$ cat src/design/vfs_pkg.sv
// vfs_pkg: shared types, codes and constants of the vruntime run queue scheduler
// used by vfs_ctrl, vfs_dp and the top level vruntime_fair_multiqueue_scheduler
`default_nettype none
package vfs_pkg;

    // default sizes
    localparam int CPU_COUNT_DEF   = 4;
    localparam int QUEUE_DEPTH_DEF = 16;

    // charge = delta * 1024 / weight, long division over the shifted delta
    localparam int NOMINAL_SHIFT = 10;
    localparam int DIV_STEPS     = 64 + NOMINAL_SHIFT;

    // busiest queue must hold this many tasks to be robbed
    localparam int MIN_STEAL = 2;

    // register reset values
    localparam logic [2:0]        CFG_CPUS_RESET = 3'd4;
    localparam logic signed [5:0] CFG_NICE_RESET = -6'sd15;

    // register indexes
    localparam logic CFG_CPUS = 1'b0;
    localparam logic CFG_NICE = 1'b1;

    // request codes
    localparam logic [1:0] REQ_ADD  = 2'd0;
    localparam logic [1:0] REQ_TICK = 2'd1;
    localparam logic [1:0] REQ_BAL  = 2'd2;
    localparam logic [1:0] REQ_NONE = 2'd3;

    // status codes
    localparam logic [1:0] STS_OK      = 2'd0;
    localparam logic [1:0] STS_OOB     = 2'd1;
    localparam logic [1:0] STS_FULL    = 2'd2;
    localparam logic [1:0] STS_NOSTEAL = 2'd3;

    // one queued or running task
    typedef struct packed {
        logic [15:0]        pid;
        logic signed [5:0]  nice;
        logic [15:0]        load;
        logic [63:0]        vr;
        logic [63:0]        ex;
    } entry_t;

    // datapath operations, one per controller state
    typedef enum logic [4:0] {
        OP_IDLE, OP_DECODE, OP_DIV, OP_DIV_END,
        OP_INS_RD, OP_INS_CMP,
        OP_PICK_START, OP_PICK_RD, OP_PICK_CMP, OP_PICK_TAKE,
        OP_REM_RD, OP_REM_WR, OP_REM_END,
        OP_BAL_SCAN, OP_BAL_CHK, OP_BAL_RD, OP_BAL_GET,
        OP_DONE
    } dp_op_t;

    typedef struct packed {
        dp_op_t op;
    } dp_cmd_t;

    typedef struct packed {
        logic       s_valid;
        logic [1:0] req;
        logic       oob;
        logic       q_full;
        logic       q_zero;
        logic       busy;
        logic       runnable;
        logic       div_last;
        logic       idx_zero;
        logic       ins_shift;
        logic       pick_hit;
        logic       idx_last;
        logic       rem_last;
        logic       scan_last;
        logic       steal_ok;
        logic       out_free;
    } dp_stat_t;

endpackage
`default_nettype wire

$ cat src/design/vfs_ctrl.sv
// vfs_ctrl: sequencer of the scheduler, walks each request through its steps
// depends on vfs_pkg; drives the operation code of vfs_dp
`default_nettype none
module vfs_ctrl import vfs_pkg::*; (
    input  wire logic     aclk,
    input  wire logic     aresetn,
    input  wire dp_stat_t stat,
    output dp_cmd_t       cmd,
    output logic          s_ready
);

    typedef enum logic [17:0] {
        ST_IDLE       = 18'h00001,
        ST_DECODE     = 18'h00002,
        ST_DIV        = 18'h00004,
        ST_DIV_END    = 18'h00008,
        ST_INS_RD     = 18'h00010,
        ST_INS_CMP    = 18'h00020,
        ST_PICK_START = 18'h00040,
        ST_PICK_RD    = 18'h00080,
        ST_PICK_CMP   = 18'h00100,
        ST_PICK_TAKE  = 18'h00200,
        ST_REM_RD     = 18'h00400,
        ST_REM_WR     = 18'h00800,
        ST_REM_END    = 18'h01000,
        ST_BAL_SCAN   = 18'h02000,
        ST_BAL_CHK    = 18'h04000,
        ST_BAL_RD     = 18'h08000,
        ST_BAL_GET    = 18'h10000,
        ST_DONE       = 18'h20000
    } state_t;

    state_t state_reg, state_next, ins_cont;

    // where an insert goes on when it is done
    assign ins_cont = (stat.req == REQ_TICK) ? ST_PICK_START : ST_DONE;

    // next state
    always_comb begin
        state_next = state_reg;
        unique case (state_reg)
            ST_IDLE:       if (stat.s_valid) state_next = ST_DECODE;
            ST_DECODE: begin
                if (stat.req == REQ_NONE || stat.oob) state_next = ST_DONE;
                else if (stat.req == REQ_ADD)
                    state_next = stat.q_full ? ST_DONE : ST_INS_RD;
                else if (stat.req == REQ_TICK)
                    state_next = stat.busy ? ST_DIV : ST_PICK_START;
                else state_next = ST_BAL_SCAN;
            end
            ST_DIV:        if (stat.div_last) state_next = ST_DIV_END;
            ST_DIV_END: begin
                if (!stat.runnable) state_next = ST_PICK_START;
                else state_next = stat.q_full ? ST_DONE : ST_INS_RD;
            end
            ST_INS_RD:     state_next = stat.idx_zero ? ins_cont : ST_INS_CMP;
            ST_INS_CMP:    state_next = stat.ins_shift ? ST_INS_RD : ins_cont;
            ST_PICK_START: state_next = stat.q_zero ? ST_DONE : ST_PICK_RD;
            ST_PICK_RD:    state_next = ST_PICK_CMP;
            ST_PICK_CMP: begin
                if (stat.pick_hit || stat.idx_last) state_next = ST_PICK_TAKE;
                else state_next = ST_PICK_RD;
            end
            ST_PICK_TAKE:  state_next = ST_REM_RD;
            ST_REM_RD:     state_next = stat.rem_last ? ST_REM_END : ST_REM_WR;
            ST_REM_WR:     state_next = ST_REM_RD;
            ST_REM_END:    state_next = ST_DONE;
            ST_BAL_SCAN:   if (stat.scan_last) state_next = ST_BAL_CHK;
            ST_BAL_CHK:    state_next = stat.steal_ok ? ST_BAL_RD : ST_DONE;
            ST_BAL_RD:     state_next = ST_BAL_GET;
            ST_BAL_GET:    state_next = ST_INS_RD;
            ST_DONE:       if (stat.out_free) state_next = ST_IDLE;
            default:       state_next = ST_IDLE;
        endcase
    end

    always_ff @(posedge aclk) begin
        if (!aresetn) state_reg <= ST_IDLE;
        else state_reg <= state_next;
    end

    // operation decode
    always_comb begin
        unique case (state_reg)
            ST_IDLE:       cmd.op = OP_IDLE;
            ST_DECODE:     cmd.op = OP_DECODE;
            ST_DIV:        cmd.op = OP_DIV;
            ST_DIV_END:    cmd.op = OP_DIV_END;
            ST_INS_RD:     cmd.op = OP_INS_RD;
            ST_INS_CMP:    cmd.op = OP_INS_CMP;
            ST_PICK_START: cmd.op = OP_PICK_START;
            ST_PICK_RD:    cmd.op = OP_PICK_RD;
            ST_PICK_CMP:   cmd.op = OP_PICK_CMP;
            ST_PICK_TAKE:  cmd.op = OP_PICK_TAKE;
            ST_REM_RD:     cmd.op = OP_REM_RD;
            ST_REM_WR:     cmd.op = OP_REM_WR;
            ST_REM_END:    cmd.op = OP_REM_END;
            ST_BAL_SCAN:   cmd.op = OP_BAL_SCAN;
            ST_BAL_CHK:    cmd.op = OP_BAL_CHK;
            ST_BAL_RD:     cmd.op = OP_BAL_RD;
            ST_BAL_GET:    cmd.op = OP_BAL_GET;
            ST_DONE:       cmd.op = OP_DONE;
            default:       cmd.op = OP_IDLE;
        endcase
    end

    assign s_ready = (state_reg == ST_IDLE);

    // a finished word leaves for idle once the output slot is free
    a_done_idle: assert property (@(posedge aclk) disable iff (!aresetn)
        (state_reg == ST_DONE && stat.out_free) |=> state_reg == ST_IDLE)
        else $error("done did not return to idle");

endmodule
`default_nettype wire

$ cat config.mk
export PLATFORM = sky130hd
export DESIGN_NAME = vfs_ctrl
export DESIGN_NICKNAME = d
export VERILOG_FILES = /design/src/design/vfs_pkg.sv /design/src/design/vfs_ctrl.sv
export SDC_FILE = /design/constraint.sdc
export NUM_CORES = 1
export LEC_CHECK = 0
export ABC_AREA = 1
export BUFFER_PORTS_ARGS = -buffer_cell sky130_fd_sc_hd__buf_2
export CORE_ASPECT_RATIO = 1.4
export CORE_MARGIN = 3
export CORE_UTILIZATION = 40
export DETAILED_ROUTE_END_ITERATION = 10
export SYNTH_ARGS = -nofsm -noshare
export SYNTH_HDL_FRONTEND = slang
export SYNTH_SLANG_ARGS = --single-unit
$ cat constraint.sdc
create_clock -name aclk -period 3.6 [get_ports aclk]
set_input_delay 0.54 -clock aclk [delete_from_list [all_inputs] [get_ports aclk]]
set_output_delay 0.54 -clock aclk [all_outputs]
set_load 0.01 [all_outputs]
==> out/qor.tcl, run 1 <==
set qor(post-route-worst-setup-slack_ns) 1.34
set qor(post-dp-hpwl_um) 2670
set qor(timing.critical_path.required_ns) 3.06
set qor(worst_pin_slew_ns) 0.516
set qor(cts_tree) {built}
set qor(yosys_warns) 0
set qor(maximum_clock_path_buffer_count) 2
set qor(drv.max_cap_violation_count) 0
set qor(fillCellCount) 363
set qor(syn-instance-count) 200
set qor(slowest_stage) {sky130_fd_sc_hd__dfxtp_1}
set qor(run_status) {finished, final reports clean}
set qor(antenna_found_initial) 0
set qor(globalRoute.totalOverflow) 0
set qor(clock_tree.htree_level_count) 1
set qor(critical_path.startpoint) {state_reg[16]}
set qor(layout.cells.most_common_list) {37 x sky130_fd_sc_hd__nor2_1, 28 x sky130_fd_sc_hd__nand2_1, 24 x sky130_fd_sc_hd__buf_2}
set qor(critPathMaxFanout) 9
set qor(yosysUniqueCellTypes) 30
set qor(core.rowCount) 24
set qor(setup_repair_bufs_after_cts) 0
set qor(mostFrequentLayoutCell) {sky130_fd_sc_hd__nor2_1}
set qor(irDropWorstVdd_mv) 0.278
set qor(cts-hold-fix-buffers) 0
set qor(global_route_wire_length_before_repair_um) 5310
set qor(syn_area_per_cell_um2) 6.66
set qor(synth-seq-cells) 18
set qor(setup_viol) 0
set qor(cts-root-buf) {sky130_fd_sc_hd__clkbuf_8}
set qor(setup_tns_ns) 0
set qor(skew_ns) 0.00204
set qor(dieWidth_um) 54.8
set qor(cts_resized) 0
set qor(finalHoldViolations) 0
set qor(worst-endpoint-arrival_ns) 1.72
set qor(io_buffer_count) 24
set qor(die_height_um) 74.3
set qor(yosys.area.top_type_share) 0.270
set qor(fmax_mhz) 443
set qor(diodes) 0
set qor(cells_taking_the_most_area_after_synthesis) {sky130_fd_sc_hd__dfxtp_1 27%, sky130_fd_sc_hd__nor2_1 10%, sky130_fd_sc_hd__nand3_1 8.6%, sky130_fd_sc_hd__nand2_1 7.9%, sky130_fd_sc_hd__nor2_4 6.8%}
set qor(max_transition_viols_final) 0
set qor(total_routing_usage_gr) 0.181
set qor(start_util) 0.423
set qor(synthesis.nets) 219
set qor(clk_pin_slew_ns) 0.06
set qor(detail-route-antenna-nets) 0
set qor(grt_start_max_net_pins) 18
set qor(drt_drc_violations_left) 0
set qor(vias) 1317
set qor(power_density_nw_per_um2) 423
set qor(cp-start-kind) {flip-flop}
set qor(via_count_of_the_first_global_routing_pass) 1239
set qor(endpoint_kind) {output port}
set qor(critical_path.max_stage_delay_ns) 0.35
set qor(synth.cell_area_um2) 1330
set qor(most_common_cell_type_on_the_critical_path) {sky130_fd_sc_hd__nand2_1}
set qor(reg2reg_slack_ns) 1.96
set qor(numPlacedInstances) 261
set qor(synth_seq_area_share) 0.270
set qor(floorplan.core_area_um2) 3150
set qor(hold_path.class) {in -> reg}
set qor(share_of_cells_above_drive_strength_1) 0.267
set qor(detailedPlace.worstSlack_ns) 1.63
set qor(area_growth_syn_to_layout_pct) 14.6
set qor(fin_nets) 246
set qor(first_pass_iters) 4
set qor(final-instance-count-excl-fill) 264
set qor(routed_wl_um) 3190
set qor(totalPowerFinal_mw) 0.646
set qor(cell_chain_critical_path) {nor2_4, nand2_1, nor2_1, o211ai_1, nand2_1, or2_2, buf_2}
set qor(viasPerCell) 4.99
set qor(pin_count) 25
set qor(dr_wl_cell_um) 12.1
set qor(critPathKind) {reg -> out}
set qor(clk_latency_ns) 0.26
set qor(initialDrtViolationCount) 29
set qor(total_leakage_power_nw) 0.768
set qor(timing.hold.worst.start) {aresetn}
set qor(flip_flop_count_of_the_largest_register_all_copies_and_words_added) 18
set qor(place_congestion) 0.806
set qor(yosys.area.top_type) {sky130_fd_sc_hd__dfxtp_1}
set qor(fin_crit_share) 0.627
set qor(floorplan.die_area_um2) 4070
set qor(fin_crit_ns) 2.26
set qor(number_of_clock_buffers_inserted_by_tritoncts) 3
set qor(r2r-start) {state_reg[16]}
set qor(max_slew_margin) 0.654
set qor(grt_setup_unrepaired) {no}
set qor(cts_sinks) 18
-- per-layer routing --
layer | track usage | wire [µm] | share of wire | vias up
met5 | 0 | 0 | 0 | -
met4 | 0.0748 | 61 | 0.019 | 0
met3 | 0.0200 | 104 | 0.033 | 5
met2 | 0.312 | 1620 | 0.51 | 22
met1 | 0.219 | 1400 | 0.44 | 589
li1 | - | - | - | 701
-- layout make-up --
class	instances	area, µm²	share of cell area
sequential	18	360	0.236
tap	39	48.8	0.0319
inverter	29	109	0.0713
clock buffer	3	41.3	0.0270
timing repair buffer	24	120	0.0786
multi-input combinational	151	848	0.555
-- critical path, delay by kind of cell, from the launching register on --
family	cells	cell delay, ns
flip-flops	1	0.35
AO/OA/AOI/OAI	1	0.19
buffers and inverters	1	0.12
AND/OR/NAND/NOR	5	0.80
-- through the flow --
step	util	instance area, µm²	hold WS [ns]
after floorplan	-	1330	0.552
after global placement	0.471	1490	0.583
after detailed placement	0.471	1490	0.578
after CTS	0.485	1530	0.454
after global routing	0.485	1530	0.465
final	0.485	1530	0.454
-- worst paths after layout --
path                            depth (start not counted)           end
worst max register to register                         10  state_reg[0]
worst max-delay path                                    7        cmd[2]
worst min-delay path                                    2  state_reg[0]
worst min register to register                          4  state_reg[5]
-- cell families (layout without fill, tap and decap cells) --
kind of cell / count (synthesis) / in the layout / synth area share
AND/OR/NAND/NOR: 136 / 136 / 0.569
AO/OA/AOI/OAI: 15 / 15 / 0.0676
buffers and inverters: 31 / 56 / 0.0930
flip-flops: 18 / 18 / 0.270
-- where the power goes --
| group | switching [mW] | total, mW | internal [mW] | leakage (nW) |
|---|---|---|---|---|
| clock | 0.0659 | 0.140 | 0.0745 | 0.0216 |
| sequential | 0.0168 | 0.229 | 0.212 | 0.145 |
| combinational | 0.177 | 0.276 | 0.0990 | 0.601 |
| total | 0.260 | 0.646 | 0.386 | 0.768 |
-- synthesized netlist by cell type, drive strengths merged --
cell / count
clkinv: 2
nor2: 51
nand3b: 2
dfxtp: 18
nand2: 34
nand4: 11
nor3: 6
o21ai: 6
nand3: 26
nor3b: 2
o21a: 1
or2: 4
o2111ai: 1
buf: 2
inv: 27
o211ai: 2
a21oi: 5
No activity file was read; power rests on OpenSTA's default activity.
==> inputs of run 2 (changes only) <==
Clock period 3.6 ns to 1.8 ns, I/O delays scaled along.
==> run 2 against run 1 <==
The run now ends with setup timing left. Non-clock buffer count increased by 23. Largest power group unchanged. Core utilization up 9.6 points. Setup slack worse by 1.4 ns.
==> out/qor.tcl, run 2 (synthesis results as in run 1) <==
set qor(routed_wl_um) 3520
set qor(die_height_um) 74.3
set qor(pin_count) 25
set qor(fmax_mhz) 540
set qor(failed_checks) {setup timing}
set qor(post-route-util) 0.580
set qor(cts_sinks) 18
set qor(cts-hold-fix-buffers) 0
set qor(globalRoute.totalOverflow) 0
set qor(area_growth_syn_to_layout_pct) 37.3
set qor(totalPowerFinal_mw) 1.45
set qor(mostFrequentLayoutCell) {sky130_fd_sc_hd__nor2_1}
set qor(max_transition_viols_final) 0
set qor(dr_wl_cell_um) 12.2
set qor(endpoint_kind) {output port}
set qor(detail-route-antenna-nets) 0
set qor(fin_crit_share) 1.03
set qor(floorplan.die_area_um2) 4070
set qor(post-route-worst-setup-slack_ns) -0.0527
set qor(timing.critical_path.required_ns) 1.53
set qor(place_congestion) 0.851
set qor(drv.max_cap_violation_count) 0
set qor(grt_setup_unrepaired) {yes}
set qor(hold_slack_ns) 0.168
set qor(total_leakage_power_nw) 0.913
set qor(global_route_wire_length_before_repair_um) 6040
set qor(total_routing_usage_gr) 0.203
set qor(slowest_stage) {sky130_fd_sc_hd__dfxtp_2}
set qor(skew_ns) 0.000537
set qor(cell_chain_critical_path) {nor2_4, nand2_4, nor2_8, nand3b_1, nand3_2, inv_1, nand4_1, buf_2}
set qor(io_buffer_count) 24
set qor(floorplan.core_area_um2) 3150
set qor(finalHoldViolations) 0
set qor(antenna_found_initial) 0
set qor(setup_viol) 4
set qor(critPathKind) {reg -> out}
set qor(grt_start_max_net_pins) 18
set qor(post-dp-hpwl_um) 2710
set qor(maximum_clock_path_buffer_count) 2
set qor(setup_tns_ns) -0.176
set qor(fillCellCount) 300
set qor(first_pass_iters) 4
set qor(fin_crit_ns) 1.85
set qor(core.rowCount) 24
set qor(power_density_nw_per_um2) 794
set qor(share_of_cells_above_drive_strength_1) 0.454
set qor(worst-endpoint-arrival_ns) 1.58
set qor(start_util) 0.423
set qor(clk_pin_slew_ns) 0.07
set qor(drt_drc_violations_left) 0
set qor(cts_tree) {built}
set qor(fin_nets) 270
set qor(critical_path.max_stage_delay_ns) 0.34
set qor(diodes) 0
set qor(dieWidth_um) 54.8
set qor(critPathMaxFanout) 8
set qor(viasPerCell) 5.07
set qor(initialDrtViolationCount) 20
set qor(detailedPlace.worstSlack_ns) 0.0988
set qor(via_count_of_the_first_global_routing_pass) 1462
set qor(cts-root-buf) {sky130_fd_sc_hd__clkbuf_8}
set qor(number_of_clock_buffers_inserted_by_tritoncts) 3
set qor(worst_pin_slew_ns) 0.514
set qor(run_status) {finished with violations}
set qor(vias) 1459
set qor(layout.cells.most_common_list) {36 x sky130_fd_sc_hd__nor2_1, 24 x sky130_fd_sc_hd__nand2_1, 23 x sky130_fd_sc_hd__buf_4}
set qor(hold_path.class) {in -> reg}
set qor(flip_flop_count_of_the_largest_register_all_copies_and_words_added) 18
set qor(irDropWorstVdd_mv) 0.677
set qor(clock_tree.htree_level_count) 1
set qor(cp-start-kind) {flip-flop}
set qor(path_delay_family) {simple AND/OR/NAND/NOR gates}
set qor(max_slew_margin) 0.655
set qor(buf_inv_on_cp) 2
set qor(clk_latency_ns) 0.26
run 2: changes by cell type in the layout (fill, tap and decap cells not counted), moves of 5 or more:
cell                      change
sky130_fd_sc_hd__buf_4       +23
sky130_fd_sc_hd__dfxtp_1     -18
sky130_fd_sc_hd__dfxtp_2     +15
sky130_fd_sc_hd__nand3_1      -5
sky130_fd_sc_hd__nand3_2      +5
sky130_fd_sc_hd__nor2_4       +5
run 2: stage by stage:
step | std cells | area, µm²
final | 288 | 1830
after global routing | 288 | 1830
after CTS | 283 | 1770
after detailed placement | 264 | 1510
after global placement | 264 | 1510
after floorplan | 200 | 1330
run 2: layout make-up:
| type | count | area, µm² | share of cell area |
|---|---|---|---|
| timing repair buffer | 47 | 305 | 0.167 |
| sequential | 18 | 390 | 0.213 |
| multi-input combinational | 152 | 935 | 0.511 |
| tap | 39 | 48.8 | 0.0267 |
| clock buffer | 3 | 41.3 | 0.0226 |
| inverter | 29 | 109 | 0.0595 |
run 2: what timing repair did:
action	4_1_cts	5_1_grt
cloned	1	0
gates resized for setup	36	5
endpoints found under the setup margin	4	6
setup buffers	15	5
pin swaps	18	9
run 2: report_power, final:
part / internal, mW / switching (mW)
Sequential: 0.426 / 0.0307
Clock: 0.149 / 0.135
Combinational: 0.298 / 0.413
Total: 0.874 / 0.579
run 2: routing by layer:
metal	GRT usage	vias up	wire length, µm
li1	-	754	-
met1	0.232	655	1410
met2	0.346	38	1800
met3	0.0240	12	145
met4	0.127	0	155
met5	0	-	0
run 2: final timing paths:
path,slack [ns],endpoint,start,cells after the start
max reg2reg,0.13,state_reg[1],state_reg[8],12
max,-0.05,cmd[0],state_reg[7],8
min,0.17,state_reg[11],stat[3],2
min reg2reg,0.58,state_reg[9],state_reg[11],3
==> inputs of run 3 (changes only) <==
Settings changed: CORE_MARGIN 3 to 2, SLEW_MARGIN set to 10.
==> run 3 against run 2 <==
The run still ends with setup timing left. Non-clock buffer count is 8 lower. Register-to-register slack worse by 0.02 ns. Design area is 1.0% lower. Clock skew is 0.00077 ns higher. Sequential share of layout area is 0.15 points higher. Wire length is 3.0% higher. Die area is 6.2% lower.
==> out/qor.tcl, run 3 (synthesis results as in run 1) <==
set qor(use_met1) 0.245
set qor(power_density_nw_per_um2) 858
set qor(irDropWorstVdd_mv) 0.605
set qor(floorplan.core_area_um2) 3150
set qor(final-instance-count-excl-fill) 282
set qor(post-route-worst-setup-slack_ns) -0.148
set qor(r2r-start) {state_reg[0]}
set qor(detail-route-antenna-nets) 0
set qor(fin_nets) 263
set qor(critPathKind) {reg -> out}
set qor(drv.max_cap_violation_count) 0
set qor(maximum_clock_path_buffer_count) 2
set qor(endpoint_kind) {output port}
set qor(global_route_wire_length_before_repair_um) 5930
set qor(post-route-util) 0.574
set qor(drt_drc_violations_left) 0
set qor(place_congestion) 0.803
set qor(grt_start_max_net_pins) 18
set qor(mostFrequentLayoutCell) {sky130_fd_sc_hd__nor2_1}
set qor(skew_ns) 0.00130
set qor(flip_flop_count_of_the_largest_register_all_copies_and_words_added) 18
set qor(diodes) 0
set qor(pin_count) 25
set qor(start_util) 0.423
set qor(timing.critical_path.required_ns) 1.53
set qor(numPlacedInstances) 261
set qor(die_height_um) 72.3
set qor(initialDrtViolationCount) 26
set qor(fin_crit_share) 1.08
set qor(max_transition_viols_final) 0
set qor(max_slew_margin) 0.636
set qor(core.rowCount) 24
set qor(hold_path.class) {in -> reg}
set qor(clock_tree.htree_level_count) 1
set qor(via_count_of_the_first_global_routing_pass) 1408
set qor(cts-root-buf) {sky130_fd_sc_hd__clkbuf_8}
set qor(area_growth_syn_to_layout_pct) 35.9
set qor(globalRoute.busiestLayer) {met2}
set qor(fmax_mhz) 513
set qor(antenna_found_initial) 0
set qor(cp-start-kind) {flip-flop}
set qor(clk_latency_ns) 0.26
set qor(finalHoldViolations) 0
set qor(run_status) {finished with violations}
set qor(grt_use_met3) 0.0247
set qor(critical_path.startpoint) {state_reg[0]}
set qor(total_routing_usage_gr) 0.206
set qor(critPathMaxFanout) 8
set qor(failed_checks) {setup timing}
set qor(grt_setup_unrepaired) {yes}
set qor(layout.cells.most_common_list) {35 x sky130_fd_sc_hd__nor2_1, 26 x sky130_fd_sc_hd__nand2_1, 23 x sky130_fd_sc_hd__buf_2}
set qor(cell_chain_critical_path) {nor2_4, nand2_4, nor2_8, nand3b_1, nand3_2, inv_1, nand4_1, buf_2}
set qor(viasPerCell) 5.19
set qor(slowest_stage) {sky130_fd_sc_hd__dfxtp_4}
set qor(routed_wl_um) 3620
set qor(floorplan.die_area_um2) 3820
set qor(cts_sinks) 18
set qor(globalRoute.totalOverflow) 0
set qor(post-dp-hpwl_um) 2670
set qor(dr_wl_cell_um) 12.8
set qor(reg2reg_slack_ns) 0.11
set qor(share_of_cells_above_drive_strength_1) 0.420
set qor(worst_pin_slew_ns) 0.542
set qor(critical_path.max_stage_delay_ns) 0.36
set qor(io_buffer_count) 24
set qor(setup_viol) 5
set qor(dieWidth_um) 52.8
set qor(vias) 1463
set qor(timing.hold.worst.start) {stat[7]}
set qor(clk_pin_slew_ns) 0.07
set qor(worst-endpoint-arrival_ns) 1.68
set qor(total_leakage_power_nw) 0.891
set qor(fin_crit_ns) 1.95
set qor(grt_util_met2) 0.357
set qor(cts_tree) {built}
set qor(number_of_clock_buffers_inserted_by_tritoncts) 3
set qor(first_pass_iters) 4
set qor(cts-hold-fix-buffers) 0
[run 3: stage by stage]
stage                     cell area, µm²  TNS (ns)  hold WS (ns)  worst slack (ns)  total power, mW
after detailed placement            1490         0         0.455             0.122             1.03
after CTS                           1630    -0.404         0.168            -0.128             1.41
final                               1810    -0.490         0.170            -0.148             1.55
after global routing                1810    -0.869         0.166            -0.226             1.66
after floorplan                     1330         0         0.339             0.321            0.889
after global placement              1490         0         0.453             0.102             1.03
[run 3: power breakdown]
part           internal, mW  switching (mW)  total [mW]
logic                 0.315           0.433       0.748
registers             0.432          0.0333       0.465
clock network         0.195           0.146       0.341
total                 0.942           0.612        1.55
[run 3: path summary, 6_finish.rpt]
check / to / cells past startpoint
worst max-delay path: cmd[0] / 8
worst min-delay path: state_reg[5] / 2
worst max register to register: state_reg[1] / 11
worst min register to register: state_reg[5] / 3
[run 3: final cells by class]
type | count | area [µm²]
clock buffer | 4 | 55.1
fill | 312 | 1340
multi-input combinational | 153 | 946
tap | 39 | 48.8
timing repair buffer | 39 | 263
sequential | 18 | 389
inverter | 29 | 109
[run 3: critical path, delay by kind of cell (launching register included)]
family	cells	cell delay, ns
buf+inv	2	0.21
simple gates	6	0.85
flops	1	0.36
[run 3: metal layers]
| metal | part of all wire | wire length, µm |
|---|---|---|
| met1 | 0.40 | 1450 |
| met2 | 0.51 | 1840 |
| met3 | 0.042 | 153 |
| met4 | 0.048 | 174 |
| met5 | 0 | 0 |
[run 3: timing repair]
item,in CTS,in global routing
gates cloned,2,0
setup buffers,6,9
gates resized for setup,16,24
setup endpoints to repair,4,6
pin swaps,10,14
